$ cat config.mk
export PLATFORM = sky130hd
export DESIGN_NAME = mefst_queue
export DESIGN_NICKNAME = d
export VERILOG_FILES = /design/src/hw/rtl/mefst_pkg.sv /design/src/hw/rtl/mefst_queue.sv
export SDC_FILE = /design/constraint.sdc
export NUM_CORES = 1
export LEC_CHECK = 0
export ABC_AREA = 1
export BUFFER_PORTS_ARGS = -buffer_cell sky130_fd_sc_hd__buf_2
export CAP_MARGIN = 15
export CELL_PAD_IN_SITES_DETAIL_PLACEMENT = 1
export CELL_PAD_IN_SITES_GLOBAL_PLACEMENT = 1
export CORE_ASPECT_RATIO = 0.7
export CORE_MARGIN = 4
export CORE_UTILIZATION = 44
export CTS_CLUSTER_SIZE = 40
export DETAILED_ROUTE_END_ITERATION = 10
export MAX_ROUTING_LAYER = met4
export PLACE_DENSITY_LB_ADDON = 0.1
export SLEW_MARGIN = 30
export SYNTH_ARGS = -nofsm -noshare
export SYNTH_HDL_FRONTEND = slang
export SYNTH_SLANG_ARGS = --single-unit
$ cat constraint.sdc
create_clock -name clk -period 4.9 [get_ports clk]
set_input_delay 0.98 -clock clk [delete_from_list [all_inputs] [get_ports clk]]
set_output_delay 0.98 -clock clk [all_outputs]
set_load 0.02 [all_outputs]
$ cat src/hw/rtl/mefst_pkg.sv
// shared types, constants and helpers of the midi event filter and state tracker
`default_nettype none

package mefst_pkg;

  localparam int CHANNELS_DEFAULT = 16;
  localparam int QUEUE_DEPTH      = 2;

  // shadow layout per channel: 128 controllers, program, pressure, bend
  localparam int          SHADOW_W    = 14;
  localparam int          IDX_SPAN    = 256;
  localparam int          ENTRIES     = 131;
  localparam logic [7:0]  IDX_PROGRAM = 8'd128;
  localparam logic [7:0]  IDX_PRESS   = 8'd129;
  localparam logic [7:0]  IDX_BEND    = 8'd130;
  localparam logic [7:0]  IDX_PERIOD  = 8'd131;

  // tick period
  localparam int           PERIOD_W     = 34;
  localparam logic [33:0]  PERIOD_RESET = 34'd1041666;
  localparam logic [9:0]   TEMPO_SCALE  = 10'd1000;

  // tdata widths
  localparam int IN_TDATA_W  = 72;
  localparam int ITEM_W      = 67;
  localparam int OUT_TDATA_W = 136;
  localparam int RES_W       = 129;

  // status high nibble
  localparam logic [3:0] KIND_NOTE_OFF = 4'h8;
  localparam logic [3:0] KIND_NOTE_ON  = 4'h9;
  localparam logic [3:0] KIND_CONTROL  = 4'hB;
  localparam logic [3:0] KIND_PROGRAM  = 4'hC;
  localparam logic [3:0] KIND_PRESSURE = 4'hD;
  localparam logic [3:0] KIND_BEND     = 4'hE;
  localparam logic [3:0] KIND_SYSTEM   = 4'hF;

  // status low nibble for system events
  localparam logic [3:0] SYS_META      = 4'hF;
  localparam logic [3:0] SYS_SYSEX     = 4'h0;
  localparam logic [3:0] SYS_SYSEX_ESC = 4'h7;

  // meta types
  localparam logic [13:0] META_TEMPO = 14'h51;
  localparam logic [13:0] META_TSIG  = 14'h58;
  localparam logic [13:0] META_KSIG  = 14'h59;

  // item opcodes
  localparam logic OPC_EVENT = 1'b0;
  localparam logic OPC_READ  = 1'b1;

  // forwarded kinds
  localparam logic [2:0] FWD_NOTE_OFF = 3'd0;
  localparam logic [2:0] FWD_NOTE_ON  = 3'd1;
  localparam logic [2:0] FWD_CONTROL  = 3'd2;
  localparam logic [2:0] FWD_PROGRAM  = 3'd3;
  localparam logic [2:0] FWD_BEND     = 3'd4;
  localparam logic [2:0] FWD_SYSEX    = 3'd5;

  typedef enum logic [2:0] {
    OP_NONE,
    OP_READ,
    OP_READ_PERIOD,
    OP_WRITE,
    OP_TEMPO,
    OP_TSIG,
    OP_KSIG
  } cmd_op_t;

  // input beat, last field lowest
  typedef struct packed {
    logic [7:0]  read_index;
    logic [3:0]  read_channel;
    logic [31:0] param2;
    logic [13:0] param1;
    logic [7:0]  status;
    logic        opcode;
  } item_t;

  // classified work handed from front to back
  typedef struct packed {
    cmd_op_t     op;
    logic        fwd_valid;
    logic [2:0]  fwd_kind;
    logic [3:0]  fwd_channel;
    logic [13:0] fwd_p1;
    logic [6:0]  fwd_p2;
    logic [3:0]  chan;
    logic [7:0]  idx;
    logic [23:0] data;
  } cmd_t;

  // result beat, last field lowest
  typedef struct packed {
    logic [33:0] read_value;
    logic [15:0] key_signature;
    logic [7:0]  beat_unit;
    logic [7:0]  beats_per_bar;
    logic [33:0] tick_period_ns;
    logic [6:0]  forward_p2;
    logic [13:0] forward_p1;
    logic [3:0]  forward_channel;
    logic [2:0]  forward_kind;
    logic        forward_valid;
  } res_t;

  // midi power-on value of a shadow entry
  function automatic logic [SHADOW_W-1:0] shadow_default(input logic [7:0] idx);
    logic [SHADOW_W-1:0] v;
    v = '0;
    case (idx) inside
      8'd7:          v = 14'd100;
      8'd10:         v = 14'd64;
      8'd11:         v = 14'd127;
      [8'd71:8'd78]: v = 14'd64;
      default:       v = '0;
    endcase
    return v;
  endfunction

endpackage

`default_nettype wire

$ cat src/hw/rtl/mefst_queue.sv
// short command queue between front and back
`default_nettype none

module mefst_queue
  import mefst_pkg::*;
(
  input  wire   clk,
  input  wire   rst,
  input  wire   push,
  input  cmd_t  push_cmd,
  input  wire   pop,
  output logic  q_valid,
  output logic  q_full,
  output cmd_t  q_cmd
);

  localparam int QW = (QUEUE_DEPTH > 1) ? $clog2(QUEUE_DEPTH) : 1;
  localparam int CW = $clog2(QUEUE_DEPTH + 1);

  cmd_t          entries [QUEUE_DEPTH];
  logic [QW-1:0] wr_ptr;
  logic [QW-1:0] rd_ptr;
  logic [CW-1:0] count;

  assign q_valid = (count != '0);
  assign q_full  = (count == CW'(QUEUE_DEPTH));
  assign q_cmd   = entries[rd_ptr];

  always_ff @(posedge clk) begin
    if (push) begin
      entries[wr_ptr] <= push_cmd;
    end
  end

  always_ff @(posedge clk) begin
    if (rst) begin
      wr_ptr <= '0;
      rd_ptr <= '0;
      count  <= '0;
    end else begin
      if (push) begin
        wr_ptr <= (wr_ptr == QW'(QUEUE_DEPTH - 1)) ? '0 : wr_ptr + 1'b1;
      end
      if (pop) begin
        rd_ptr <= (rd_ptr == QW'(QUEUE_DEPTH - 1)) ? '0 : rd_ptr + 1'b1;
      end
      if (push && !pop) begin
        count <= count + 1'b1;
      end else if (pop && !push) begin
        count <= count - 1'b1;
      end
    end
  end

endmodule

`default_nettype wire

==> summary.md <==
| Metric | Value |
|---|---|
| Number of fill cells in the layout | 1072 |
| Initial antenna violation count | 3 |
| Final wirelength | a little over 10000 µm |
| Min-delay worst type | reg2reg |
| Worst R2R Setup Slack | around 3.1 ns |
| Sequential area share after synthesis | between 80 and 90% |
| Syn nets | about 320 |
| # IOs | ~140 |
| Critical path launch point type | register |
| CTS root buf | clkbuf_16 |
| H-tree levels | 4 |
| Total gr overflow | 0 |
| Die H | 99.2 µm |
| Die ar. | 13700 µm² |
| FF-to-FF path depth | 3 |
| DRC viols | 0 |
| Clk slew on worst S/H paths | 0.06 ns |
| Hold_buf cts | 0 |
| Power per cell area | 456 nW/µm² |
| Postcts setup bufs | 0 |
| CTS tree | yes |
| Post-Syn Instances | 245 |
| Yosys cell types | 17 |
| Cts bufs inserted | 17 |
| Hold slack | between 0.5 and 0.6 ns |
| Clk_skew | approximately 0.0085 ns |
| Core area | approximately 11000 µm² |
| HPWL Detailed | 7050 µm |
| Max VDD drop | 0.300 mV |
| Slowest cell on the critical path | dfxtp_4 |
| Via density | approximately 4.8 |
| Worst r2r src | wr_ptr |
| Register bit total from synthesis | 141 |
| Post-layout min period | 2.96 ns |
| Clock sink count | 141 |
| Final Cycle Share | between 60% and 70% |
| Worst Path Max Fanout | 41 |
| Final ANT Viol Nets | 0 |
| CTS max path bufs | 2 |
| Warnings from Yosys | 0 |
| Detailed-route via count | 2712 |
| Initial drt markers | 189 |
| # setup viols final | 0 |
| Number of synthesized flops with an enable pin | 136 |
| GRT Overall Usage | 16.1% |
| P_leak | 2.61 nW |
| DRT Pass-1 Iters | 4 |
| Layout area overhead | 28.9% |
| Layout net count | 474 |
| Top delay family on crit path | flip-flops |
| Mean post-synth cell area | between 20 and 25 µm² |
| Pin count of the biggest net entering global routing | 46 |
| Hold Path Depth | 2 |
| Multi-input logic area | 941 µm² |
| FP Rows | 32 |
| Number of global-route vias before repair | 2988 |
| CP cell instances | buf_12 > mux2_2 > buf_2 |
| Post-synthesis async set-or-reset flop share | 0% |
| Fmax | 338 MHz |
| Worst slew pin tran | just over 0.6 ns |
| Buf/Inv on CP | 2 |
| Clock latency on the worst-skew pair | 0.40 ns |
| MaxCap Viol Count | 0 |
| RSZ-0062 raised after global routing | no |
| Synthesized area | approximately 5200 µm² |
| PortBufs | 141 |
| Status | complete, no violations |
| Worst path depth | 3 |
| Post-detailed-route wirelength per cell | approximately 18 µm |
| Worst Setup EP | q_cmd[14] |
| Reg2reg end | entries[1][44] |
| Slew Limit Fails | 0 |
| Setup TNS | 0 ns |
| Die X | between 100 and 150 µm |
| CP Data Required Time | 3.92 ns |
| Design area | 6740 µm² |
| Worst Setup End Kind | primary output |
| Initial core utilization | 46.3% |
| Crit Path Category | reg2out |
| Main synth FF type | edfxtp_1 |
| Global-route wire length before repair | 16200 µm |
| GPL Wtd Cong | approximately 0.74 |
| Final hold viol count | 0 |
| DP Area | 6100 µm² |
| CTS resizes | 0 |
| Slew headroom | 59.3% |
| Register area | 4190 µm² |
| Critical path arrival | between 1.5 and 2 ns |
| Layout cells sized above 1 | 59.4% |
| Slowest stage delay, CP | 0.72 ns |
layout make-up:
type                       count  share of cell area, %
timing repair buffer         145                   11.1
inverter                       9                  0.539
clock buffer                  18                   6.37
clock inverter                14                   2.88
tap                          153                   2.84
sequential                   141                   62.2
antenna                        3                  0.111
multi-input combinational     87                   14.0
flip-flops by register name, indices dropped and copies added (netlist names), named ones only:
name / count
rd_ptr: 1
wr_ptr: 1
entries: 136
count: 2
metal layers:
| metal | part of all wire, % | GRT usage, % | wire [µm] | vias up |
|---|---|---|---|---|
| li1 | - | - | - | 1273 |
| met1 | 44 | 19.4 | 4580 | 1340 |
| met2 | 49 | 25.2 | 5050 | 91 |
| met3 | 6.4 | 6.49 | 666 | 8 |
| met4 | 0.71 | 5.01 | 74 | 0 |
| met5 | 0 | - | 0 | - |
cells by family after synthesis:
kind of cell	Yosys count	share of synthesized area, %
adder cells (fa/ha/maj)	1	0.239
buffers and inverters	17	2.04
multiplexers	68	16.1
XOR/XNOR	1	0.168
AND/OR/NAND/NOR	15	1.17
flip-flops	141	80.1
AO/OA/AOI/OAI	2	0.191
worst min-delay path, stage by stage (launching register included):
cell	delay, ns
dfxtp_1	0.32
inv_1	0.10
a21oi_1	0.07
cell usage after synthesis, types with 2 or more instances:
library cell    n  area share (%)
nand2_1         6            0.43
buf_8           2            0.57
mux2_4         20             5.7
buf_6           2            0.43
edfxtp_1      136              78
dfxtp_1         5             1.9
buf_2           4            0.38
nor2_1          6            0.43
mux2_2         48              10
inv_1           9            0.65
where the power goes:
part / total, mW / internal, mW / switching (mW) / leakage, nW
combinational: 0.324 / 0.138 / 0.186 / 0.998
clock: 1.32 / 0.852 / 0.468 / 0.290
sequential: 1.43 / 1.40 / 0.0296 / 1.32
total: 3.07 / 2.39 / 0.683 / 2.61
stage by stage:
step	std cells	setup WS (ns)	utilization [%]	total power [mW]
4_1_cts	567	1.88	59.6	3.11
3_5_place_dp	535	2.33	54.1	1.78
2_1_floorplan	245	0.533	-	1.66
3_3_place_gp	534	2.13	53.9	1.77
5_1_grt	570	1.83	59.7	3.19
6_report	570	1.94	59.7	3.07
cell usage in the layout (no fill, tap or decap), drive strengths merged, types with 3 or more instances in the layout:
| cell | instances |
|---|---|
| buf | 145 |
| clkbuf | 18 |
| inv | 10 |
| dfxtp | 5 |
| bufinv | 4 |
| mux2 | 68 |
| clkinv | 5 |
| clkinvlp | 4 |
| edfxtp | 136 |
| nor2 | 6 |
| nand2 | 6 |
| diode | 3 |
worst min-delay path by stage:
| stage | endpoint | startpoint | slack (ns) |
|---|---|---|---|
| 2_1_floorplan | register | rd_ptr | 0.48 |
| 3_3_place_gp | register | rd_ptr | 0.49 |
| 3_5_place_dp | count[0] | count[0] | 0.53 |
| 4_1_cts | count[0] | count[0] | 0.53 |
| 5_1_grt | rd_ptr | rd_ptr | 0.58 |
| 6_report | count[0] | count[0] | 0.53 |
Power figures use the tool's default switching activity.
