===== src/hw/rtl/mefst_pkg.sv =====
// shared types, constants and helpers of the midi event filter and state tracker
`default_nettype none

package mefst_pkg;

  localparam int CHANNELS_DEFAULT = 16;
  localparam int QUEUE_DEPTH      = 2;

  // shadow layout per channel: 128 controllers, program, pressure, bend
  localparam int          SHADOW_W    = 14;
  localparam int          IDX_SPAN    = 256;
  localparam int          ENTRIES     = 131;
  localparam logic [7:0]  IDX_PROGRAM = 8'd128;
  localparam logic [7:0]  IDX_PRESS   = 8'd129;
  localparam logic [7:0]  IDX_BEND    = 8'd130;
  localparam logic [7:0]  IDX_PERIOD  = 8'd131;

  // tick period
  localparam int           PERIOD_W     = 34;
  localparam logic [33:0]  PERIOD_RESET = 34'd1041666;
  localparam logic [9:0]   TEMPO_SCALE  = 10'd1000;

  // tdata widths
  localparam int IN_TDATA_W  = 72;
  localparam int ITEM_W      = 67;
  localparam int OUT_TDATA_W = 136;
  localparam int RES_W       = 129;

  // status high nibble
  localparam logic [3:0] KIND_NOTE_OFF = 4'h8;
  localparam logic [3:0] KIND_NOTE_ON  = 4'h9;
  localparam logic [3:0] KIND_CONTROL  = 4'hB;
  localparam logic [3:0] KIND_PROGRAM  = 4'hC;
  localparam logic [3:0] KIND_PRESSURE = 4'hD;
  localparam logic [3:0] KIND_BEND     = 4'hE;
  localparam logic [3:0] KIND_SYSTEM   = 4'hF;

  // status low nibble for system events
  localparam logic [3:0] SYS_META      = 4'hF;
  localparam logic [3:0] SYS_SYSEX     = 4'h0;
  localparam logic [3:0] SYS_SYSEX_ESC = 4'h7;

  // meta types
  localparam logic [13:0] META_TEMPO = 14'h51;
  localparam logic [13:0] META_TSIG  = 14'h58;
  localparam logic [13:0] META_KSIG  = 14'h59;

  // item opcodes
  localparam logic OPC_EVENT = 1'b0;
  localparam logic OPC_READ  = 1'b1;

  // forwarded kinds
  localparam logic [2:0] FWD_NOTE_OFF = 3'd0;
  localparam logic [2:0] FWD_NOTE_ON  = 3'd1;
  localparam logic [2:0] FWD_CONTROL  = 3'd2;
  localparam logic [2:0] FWD_PROGRAM  = 3'd3;
  localparam logic [2:0] FWD_BEND     = 3'd4;
  localparam logic [2:0] FWD_SYSEX    = 3'd5;

  typedef enum logic [2:0] {
    OP_NONE,
    OP_READ,
    OP_READ_PERIOD,
    OP_WRITE,
    OP_TEMPO,
    OP_TSIG,
    OP_KSIG
  } cmd_op_t;

  // input beat, last field lowest
  typedef struct packed {
    logic [7:0]  read_index;
    logic [3:0]  read_channel;
    logic [31:0] param2;
    logic [13:0] param1;
    logic [7:0]  status;
    logic        opcode;
  } item_t;

  // classified work handed from front to back
  typedef struct packed {
    cmd_op_t     op;
    logic        fwd_valid;
    logic [2:0]  fwd_kind;
    logic [3:0]  fwd_channel;
    logic [13:0] fwd_p1;
    logic [6:0]  fwd_p2;
    logic [3:0]  chan;
    logic [7:0]  idx;
    logic [23:0] data;
  } cmd_t;

  // result beat, last field lowest
  typedef struct packed {
    logic [33:0] read_value;
    logic [15:0] key_signature;
    logic [7:0]  beat_unit;
    logic [7:0]  beats_per_bar;
    logic [33:0] tick_period_ns;
    logic [6:0]  forward_p2;
    logic [13:0] forward_p1;
    logic [3:0]  forward_channel;
    logic [2:0]  forward_kind;
    logic        forward_valid;
  } res_t;

  // midi power-on value of a shadow entry
  function automatic logic [SHADOW_W-1:0] shadow_default(input logic [7:0] idx);
    logic [SHADOW_W-1:0] v;
    v = '0;
    case (idx) inside
      8'd7:          v = 14'd100;
      8'd10:         v = 14'd64;
      8'd11:         v = 14'd127;
      [8'd71:8'd78]: v = 14'd64;
      default:       v = '0;
    endcase
    return v;
  endfunction

endpackage

`default_nettype wire


===== src/hw/rtl/mefst_front.sv =====
// front end: takes input beats and classifies them into commands
`default_nettype none

module mefst_front
  import mefst_pkg::*;
(
  input  wire         s_tvalid,
  output logic        s_tready,
  input  item_t       item,
  input  wire  [15:0] mute_mask,
  input  wire  [15:0] solo_mask,
  input  wire         send_sysex,
  input  wire         q_full,
  input  wire         clearing,
  output logic        push,
  output cmd_t        cmd
);

  logic [3:0] kind;
  logic [3:0] ch;
  logic [2:0] exp_sat;

  assign kind     = item.status[7:4];
  assign ch       = item.status[3:0];
  assign exp_sat  = (item.param2[23:16] > 8'd7) ? 3'd7 : item.param2[18:16];
  assign s_tready = !q_full && !clearing;
  assign push     = s_tvalid && s_tready;

  always_comb begin
    cmd    = '0;
    cmd.op = OP_NONE;
    if (item.opcode == OPC_READ) begin
      cmd.chan = item.read_channel;
      cmd.idx  = item.read_index;
      if (item.read_index == IDX_PERIOD) begin
        cmd.op = OP_READ_PERIOD;
      end else if (item.read_index < 8'(ENTRIES)) begin
        cmd.op = OP_READ;
      end
    end else begin
      cmd.chan        = ch;
      cmd.fwd_channel = ch;
      cmd.fwd_p1      = item.param1;
      unique case (kind)
        KIND_NOTE_OFF: begin
          cmd.fwd_valid = 1'b1;
          cmd.fwd_kind  = FWD_NOTE_OFF;
        end
        KIND_NOTE_ON: begin
          if (!mute_mask[ch] && (solo_mask == '0 || solo_mask[ch])) begin
            cmd.fwd_valid = 1'b1;
            cmd.fwd_kind  = FWD_NOTE_ON;
            cmd.fwd_p2    = item.param2[6:0];
          end
        end
        KIND_CONTROL: begin
          if (item.param1 <= 14'd127) begin
            cmd.op        = OP_WRITE;
            cmd.idx       = {1'b0, item.param1[6:0]};
            cmd.data      = 24'(item.param2[13:0]);
            cmd.fwd_valid = 1'b1;
            cmd.fwd_kind  = FWD_CONTROL;
            cmd.fwd_p2    = item.param2[6:0];
          end
        end
        KIND_PROGRAM: begin
          cmd.op        = OP_WRITE;
          cmd.idx       = IDX_PROGRAM;
          cmd.data      = 24'(item.param1);
          cmd.fwd_valid = 1'b1;
          cmd.fwd_kind  = FWD_PROGRAM;
        end
        KIND_PRESSURE: begin
          cmd.op   = OP_WRITE;
          cmd.idx  = IDX_PRESS;
          cmd.data = 24'(item.param1);
        end
        KIND_BEND: begin
          cmd.op        = OP_WRITE;
          cmd.idx       = IDX_BEND;
          cmd.data      = 24'(item.param1);
          cmd.fwd_valid = 1'b1;
          cmd.fwd_kind  = FWD_BEND;
        end
        KIND_SYSTEM: begin
          if (ch == SYS_META) begin
            if (item.param1 == META_TEMPO) begin
              cmd.op   = OP_TEMPO;
              cmd.data = item.param2[23:0];
            end else if (item.param1 == META_TSIG) begin
              cmd.op   = OP_TSIG;
              cmd.data = {13'd0, exp_sat, item.param2[31:24]};
            end else if (item.param1 == META_KSIG) begin
              cmd.op   = OP_KSIG;
              cmd.data = {8'd0, item.param2[15:0]};
            end
          end else if ((ch == SYS_SYSEX || ch == SYS_SYSEX_ESC) && send_sysex) begin
            cmd.fwd_valid   = 1'b1;
            cmd.fwd_kind    = FWD_SYSEX;
            cmd.fwd_channel = '0;
          end
        end
        default: ;
      endcase
      // nothing forwarded means all forward fields read zero
      if (!cmd.fwd_valid) begin
        cmd.fwd_channel = '0;
        cmd.fwd_p1      = '0;
      end
    end
  end

endmodule

`default_nettype wire


===== config.mk =====
export PLATFORM = sky130hd
export DESIGN_NAME = mefst_front
export DESIGN_NICKNAME = d
export VERILOG_FILES = /design/src/hw/rtl/mefst_pkg.sv /design/src/hw/rtl/mefst_front.sv
export SDC_FILE = /design/constraint.sdc
export NUM_CORES = 1
export LEC_CHECK = 0
export BUFFER_PORTS_ARGS = -buffer_cell sky130_fd_sc_hd__buf_2
export CAP_MARGIN = 20
export CORE_AREA = 4 4 70 72
export DETAILED_ROUTE_END_ITERATION = 12
export DIE_AREA = 0 0 74 76
export PLACE_DENSITY = 0.83
export SYNTH_ARGS = -nofsm -noshare
export SYNTH_HDL_FRONTEND = slang
export SYNTH_SLANG_ARGS = --single-unit
export TNS_END_PERCENT = 1

===== constraint.sdc =====
create_clock -name vclk -period 3.4
set_input_delay 0.68 -clock vclk [all_inputs]
set_output_delay 0.68 -clock vclk [all_outputs]
set_load 0.02 [all_outputs]

==> results of run 1 <==
## path summary, 6_finish.rpt
| path | slack, ns | start | cells past startpoint | end |
|---|---|---|---|---|
| setup / recovery | 0.03 | item[11] | 8 | cmd[8] |
| hold / removal | 1.62 | q_full | 3 | s_tready |
## through the flow
step	utilization, %	cells	power [mW]
global placement	57.9	453	0.234
detailed placement	57.9	453	0.238
CTS	58.0	453	0.240
floorplan	-	226	0.120
global route	60.1	457	0.269
finish	60.2	458	0.250
## cell families (layout without fill, tap and decap cells)
group,count (synthesis),in the layout,share of synthesized area (%)
simple gates,119,119,42.8
compound gates,65,65,31.7
mux,21,21,19.0
buf+inv,21,200,6.45
other cells,0,1,0
## what timing repair did
action                     4_1_cts  5_1_grt
pin swaps                        0        4
gates resized for setup          2       16
setup endpoints to repair       12       19
setup buffers                    0        2
cloned                           0        2
## routing by layer
metal	up-vias	part of all wire, %	track usage (%)
met4	2	1.7	3.08
met5	-	0.093	0
li1	1209	-	-
met3	12	11	3.17
met2	145	50	41.4
met1	1149	38	31.1
## worst max-delay path, cell delays in order
cell and delay, ns:
buf_2 0.11, or3b_1 0.40, or4_4 0.48, nor4b_4 0.28, buf_4 0.20, o21ai_0 0.10, a31oi_1 0.23, buf_2 0.21
## placed cells by master, fill, tap and decap left out, drive strengths merged, types with 3 or more instances in the layout
master  count
a21oi      27
a22o        6
a22oi      11
a31oi       7
and2        9
buf       196
inv         3
mux2        6
mux2i      10
mux4        5
nand2      47
nand2b      3
nor2       19
nor3        4
nor3b       9
nor4        6
o21ai       7
## layout make-up
class | instances | area, um^2 | area share [%]
Antenna cell | 1 | 2.50 | 0.0969
Inverter | 3 | 11.3 | 0.436
Multi-Input combinational cell | 205 | 1400 | 54.1
Tap cell | 52 | 65.1 | 2.52
Timing Repair Buffer | 197 | 1110 | 42.8
## power groups by stage
stage	clock network [mW]	logic (mW)	registers, mW
after floorplan	0	0.120	0
after global placement	0	0.234	0
after detailed placement	0	0.238	0
after CTS	0	0.240	0
after global routing	0	0.269	0
final	0.0000000393	0.250	0
==> summary.txt, run 1 <==
Status -> finished, final reports clean
WL per Instance -> 16.5 um
Largest cells by area after synthesis -> nand2_1 12%, mux4_2 7.6%, mux2i_1 6.8%, a21oi_2 5.9%, a21oi_1 5.8%
Switch share -> 51.7%
Area after DPL -> 2480 um^2
Die Wd -> 74 um
Crit Path Category -> in -> out
Setup slack after layout -> 0.0262 ns
Hold Violations, Final -> 0
Startpoint Class -> primary input
Routed vias/inst -> 5.50
Pwr dens -> 96.6 nW/um^2
Sequential cell area -> 0 um^2
CP arrival -> 2.69 ns
FILL cells -> 425
Initial Util -> 34.4%
Worst Tran Pin Value -> 0.520 ns
Detailed router's first-iteration violation count -> 143
Sequential share of power -> 0%
Period utilization -> 99.2%
F_max -> 0.296 GHz
DP HPWL -> 6.17 mm
Post-synth top area share -> 12.0%
FFs & Latches -> 0
Comb power frac -> 100.0%
CP Max Fanout -> 6
Routed wire length -> 7.57 mm
Global-route wire length before repair -> 11.1 mm
Initial antenna violation count -> 1
Area growth syn-to-layout -> 75.1%
Clock network power share -> 0%
Most frequent cell after synthesis -> nand2_1
Min cycle time layout -> 3.37 ns
Net switching power figure -> 0.129 mW
Congestion Overflow GR -> 0
Via Count -> 2517
Core Region -> 4290 um^2
Static leakage -> 1.30 nW
Internal power -> 0.120 mW
Nets -> 510
Cell area after layout -> 2580 um^2
Crit path capture type -> output port
GP Congestion -> 0.912
DRC -> 0
Final setup viols -> 0
Fraction of layout cells with a size suffix above 1 -> 56.3%
Slew Limit Fails -> 0
Largest net degree at the start of global routing -> 18
Post-synth top cells -> 47 x nand2_1, 19 x nor2_1, 17 x a21oi_1
Dominant cell type by area after synthesis -> nand2_1
Layout clock buffer count -> 0
Placement Setup Slack -> -0.0481 ns
Relative slew slack -> 65.1%
Hold WS -> 1.62 ns
Vias in the first global route -> 2253
# rows -> 24
# hold bufs at CTS -> 0
Antenna Violating Nets Remaining -> 0
Port Buffer Count -> 173
Critical Path RT -> 2.72 ns
Die ar. -> 5620 um^2
Syn_nets -> 329
RSZ-0062 raised after global routing -> yes
Post-synthesis cell count -> 226
Yosys warns -> 0
Sequential cell area fraction in the yosys report -> 0%
Mapped cell area -> 1480 um^2
Worst vdd ir -> 0.0705 mV
Die height -> 76 um
Setup total negative slack -> 0 ns
Cell variety after synth -> 46
Mapped Avg Cell Area -> 6.53 um^2
I/O pin cnt -> 173
Drt first pass iters -> 4
Maxcap violations -> 0
GRT Util Overall -> 23.7%
HP Class -> in -> out
Note: power is estimated with default switching activity, not from simulation.
==> inputs of run 2 (changes only) <==
==> constraint.sdc (replaced) <==
create_clock -name vclk -period 3.4
set_input_delay 0.34 -clock vclk [all_inputs]
set_output_delay 0.34 -clock vclk [all_outputs]
set_load 0.02 [all_outputs]
==> run 2 against run 1 <==
Net effect:
- setup slack improved by 0.51 ns
- first-iteration DRC count decreased by 22%
- design area down 7.5%
- cell count shrank 3.7%
- critical path depth fell by 1
- utilization down 4.5 points
- global-route usage fell by 0.74 points
==> summary.txt, run 2 (synthesized netlist as in run 1, its figures left out) <==
Status -> finished, final reports clean
WL per Instance -> 16.2 um (-1.9%)
Crit path capture type -> output port
HP Class -> in -> out
Commonest cells after routing, fill and taps aside -> 173 x buf_2, 47 x nand2_1, 19 x nor2_1, 17 x a21oi_1, 11 x a22oi_1
Via Count -> 2393 (-4.9%)
Min cycle time layout -> 2.87 ns (-0.508 ns)
Die ar. -> 5620 um^2 (unchanged)
DRC -> 0 (unchanged)
Post-CTS Setup Inserts -> 0 (unchanged)
Startpoint Class -> primary input
Port Buffer Count -> 173 (unchanged)
RSZ-0062 raised after global routing -> no
DP HPWL -> 5.97 mm (-3.3%)
Worst Tran Pin Value -> 0.502 ns (-0.0180 ns)
Worst vdd ir -> 0.0688 mV (-2.4%)
Crit Path Category -> in -> out
CP Max Fanout -> 8 (+2)
# hold bufs at CTS -> 0 (unchanged)
Hold WS -> 0.942 ns (-0.675 ns)
Critical Path RT -> 3.06 ns (+0.34 ns)
Congestion Overflow GR -> 0 (unchanged)
GP Congestion -> 0.903 (-0.91%)
F_max -> 0.349 GHz (+18%)
Die height -> 76 um (unchanged)
Placement Setup Slack -> 0.531 ns (+0.579 ns)
Final setup viols -> 0 (unchanged)
Area of the multi-input gates -> 1380 um^2 (-1.3%)
Sequential cell area -> 0 um^2 (unchanged)
Layout clock buffer count -> 0 (unchanged)
Period utilization -> 84.3% (-15 points)
Maxcap violations -> 0 (unchanged)
Area growth syn-to-layout -> 62.0%
Global-route wire length before repair -> 10.6 mm (-3.9%)
Hold path depth -> 3 (unchanged)
Core Region -> 4290 um^2 (unchanged)
Antenna Violating Nets Remaining -> 0 (unchanged)
Final core utilization -> 55.7% (-4.5 points)
Hold Violations, Final -> 0 (unchanged)
Commonest non-fill, non-tap cell in the layout -> buf_2
Vias in the first global route -> 2216 (-1.6%)
I/O pin cnt -> 173 (unchanged)
Setup total negative slack -> 0 ns (unchanged)
Fraction of layout cells with a size suffix above 1 -> 53.6% (-2.7 points)
Drt first pass iters -> 4 (unchanged)
Post-CTS Resized -> 0 (-2)
Die Wd -> 74 um (unchanged)
Routed wire length -> 7.15 mm (-5.6%)
FILL cells -> 423 (-0.47%)
# rows -> 24 (unchanged)
GRT Util Overall -> 22.9% (-0.74 points)
Pwr dens -> 95.7 nW/um^2 (-0.95%)
Relative slew slack -> 66.5% (+1.3 points)
CP arrival -> 2.53 ns (-0.16 ns)
Static leakage -> 1.19 nW (-8.4%)
Non-Filler Instances -> 441 (-3.7%)
Initial antenna violation count -> 3 (+2)
Initial Util -> 34.4% (unchanged)
Dpl cells -> 440 (-2.9%)
Detailed router's first-iteration violation count -> 111 (-22%)
Setup slack after layout -> 0.534 ns (+0.508 ns)
FFs & Latches -> 0 (unchanged)
Nets -> 493 (-3.3%)
Slew Limit Fails -> 0 (unchanged)
Routed vias/inst -> 5.43 (-1.3%)
Largest net degree at the start of global routing -> 23 (+5)
-- run 2: cell count changes in the layout (fill, tap and decap cells not counted), sizes merged --
cell / change
clkbuf: -1
buf: -16
-- run 2: power breakdown --
| part | internal [mW] | total (mW) | switching (mW) |
|---|---|---|---|
| registers | 0 | 0 | 0 |
| clock network | 0.0000000393 | 0.0000000393 | 0 |
| logic | 0.105 | 0.229 | 0.124 |
| total | 0.105 | 0.229 | 0.124 |
-- run 2: worst max-delay path, stage by stage --
cell and delay [ns]:
buf_2 0.14, or3b_1 0.36, or4_1 0.60, nor2_1 0.24, nor4b_2 0.48, and2_1 0.20
buf_2 0.16
-- run 2: path summary, 6_finish.rpt --
check / start / end / slack (ns)
hold / removal: q_full / s_tready / 0.94
setup / recovery: item[11] / cmd[17] / 0.53
-- run 2: area by class of cell --
type                       count  area share [%]
timing repair buffer         180            39.0
tap                           52            2.72
multi-input combinational    205            57.7
antenna                        1           0.105
inverter                       3           0.471
-- run 2: through the flow --
| step | area [um^2] | total power, mW |
|---|---|---|
| after global placement | 2390 | 0.224 |
| after global routing | 2390 | 0.247 |
| after CTS | 2390 | 0.228 |
| final | 2390 | 0.229 |
| after floorplan | 1480 | 0.120 |
| after detailed placement | 2390 | 0.228 |
-- run 2: routing by layer --
| layer | GRT usage (%) | routed length [um] |
|---|---|---|
| met3 | 4.35 | 951 |
| met1 | 27.2 | 2590 |
| met5 | 0 | 21 |
| met4 | 2.90 | 60 |
| met2 | 42.5 | 3520 |
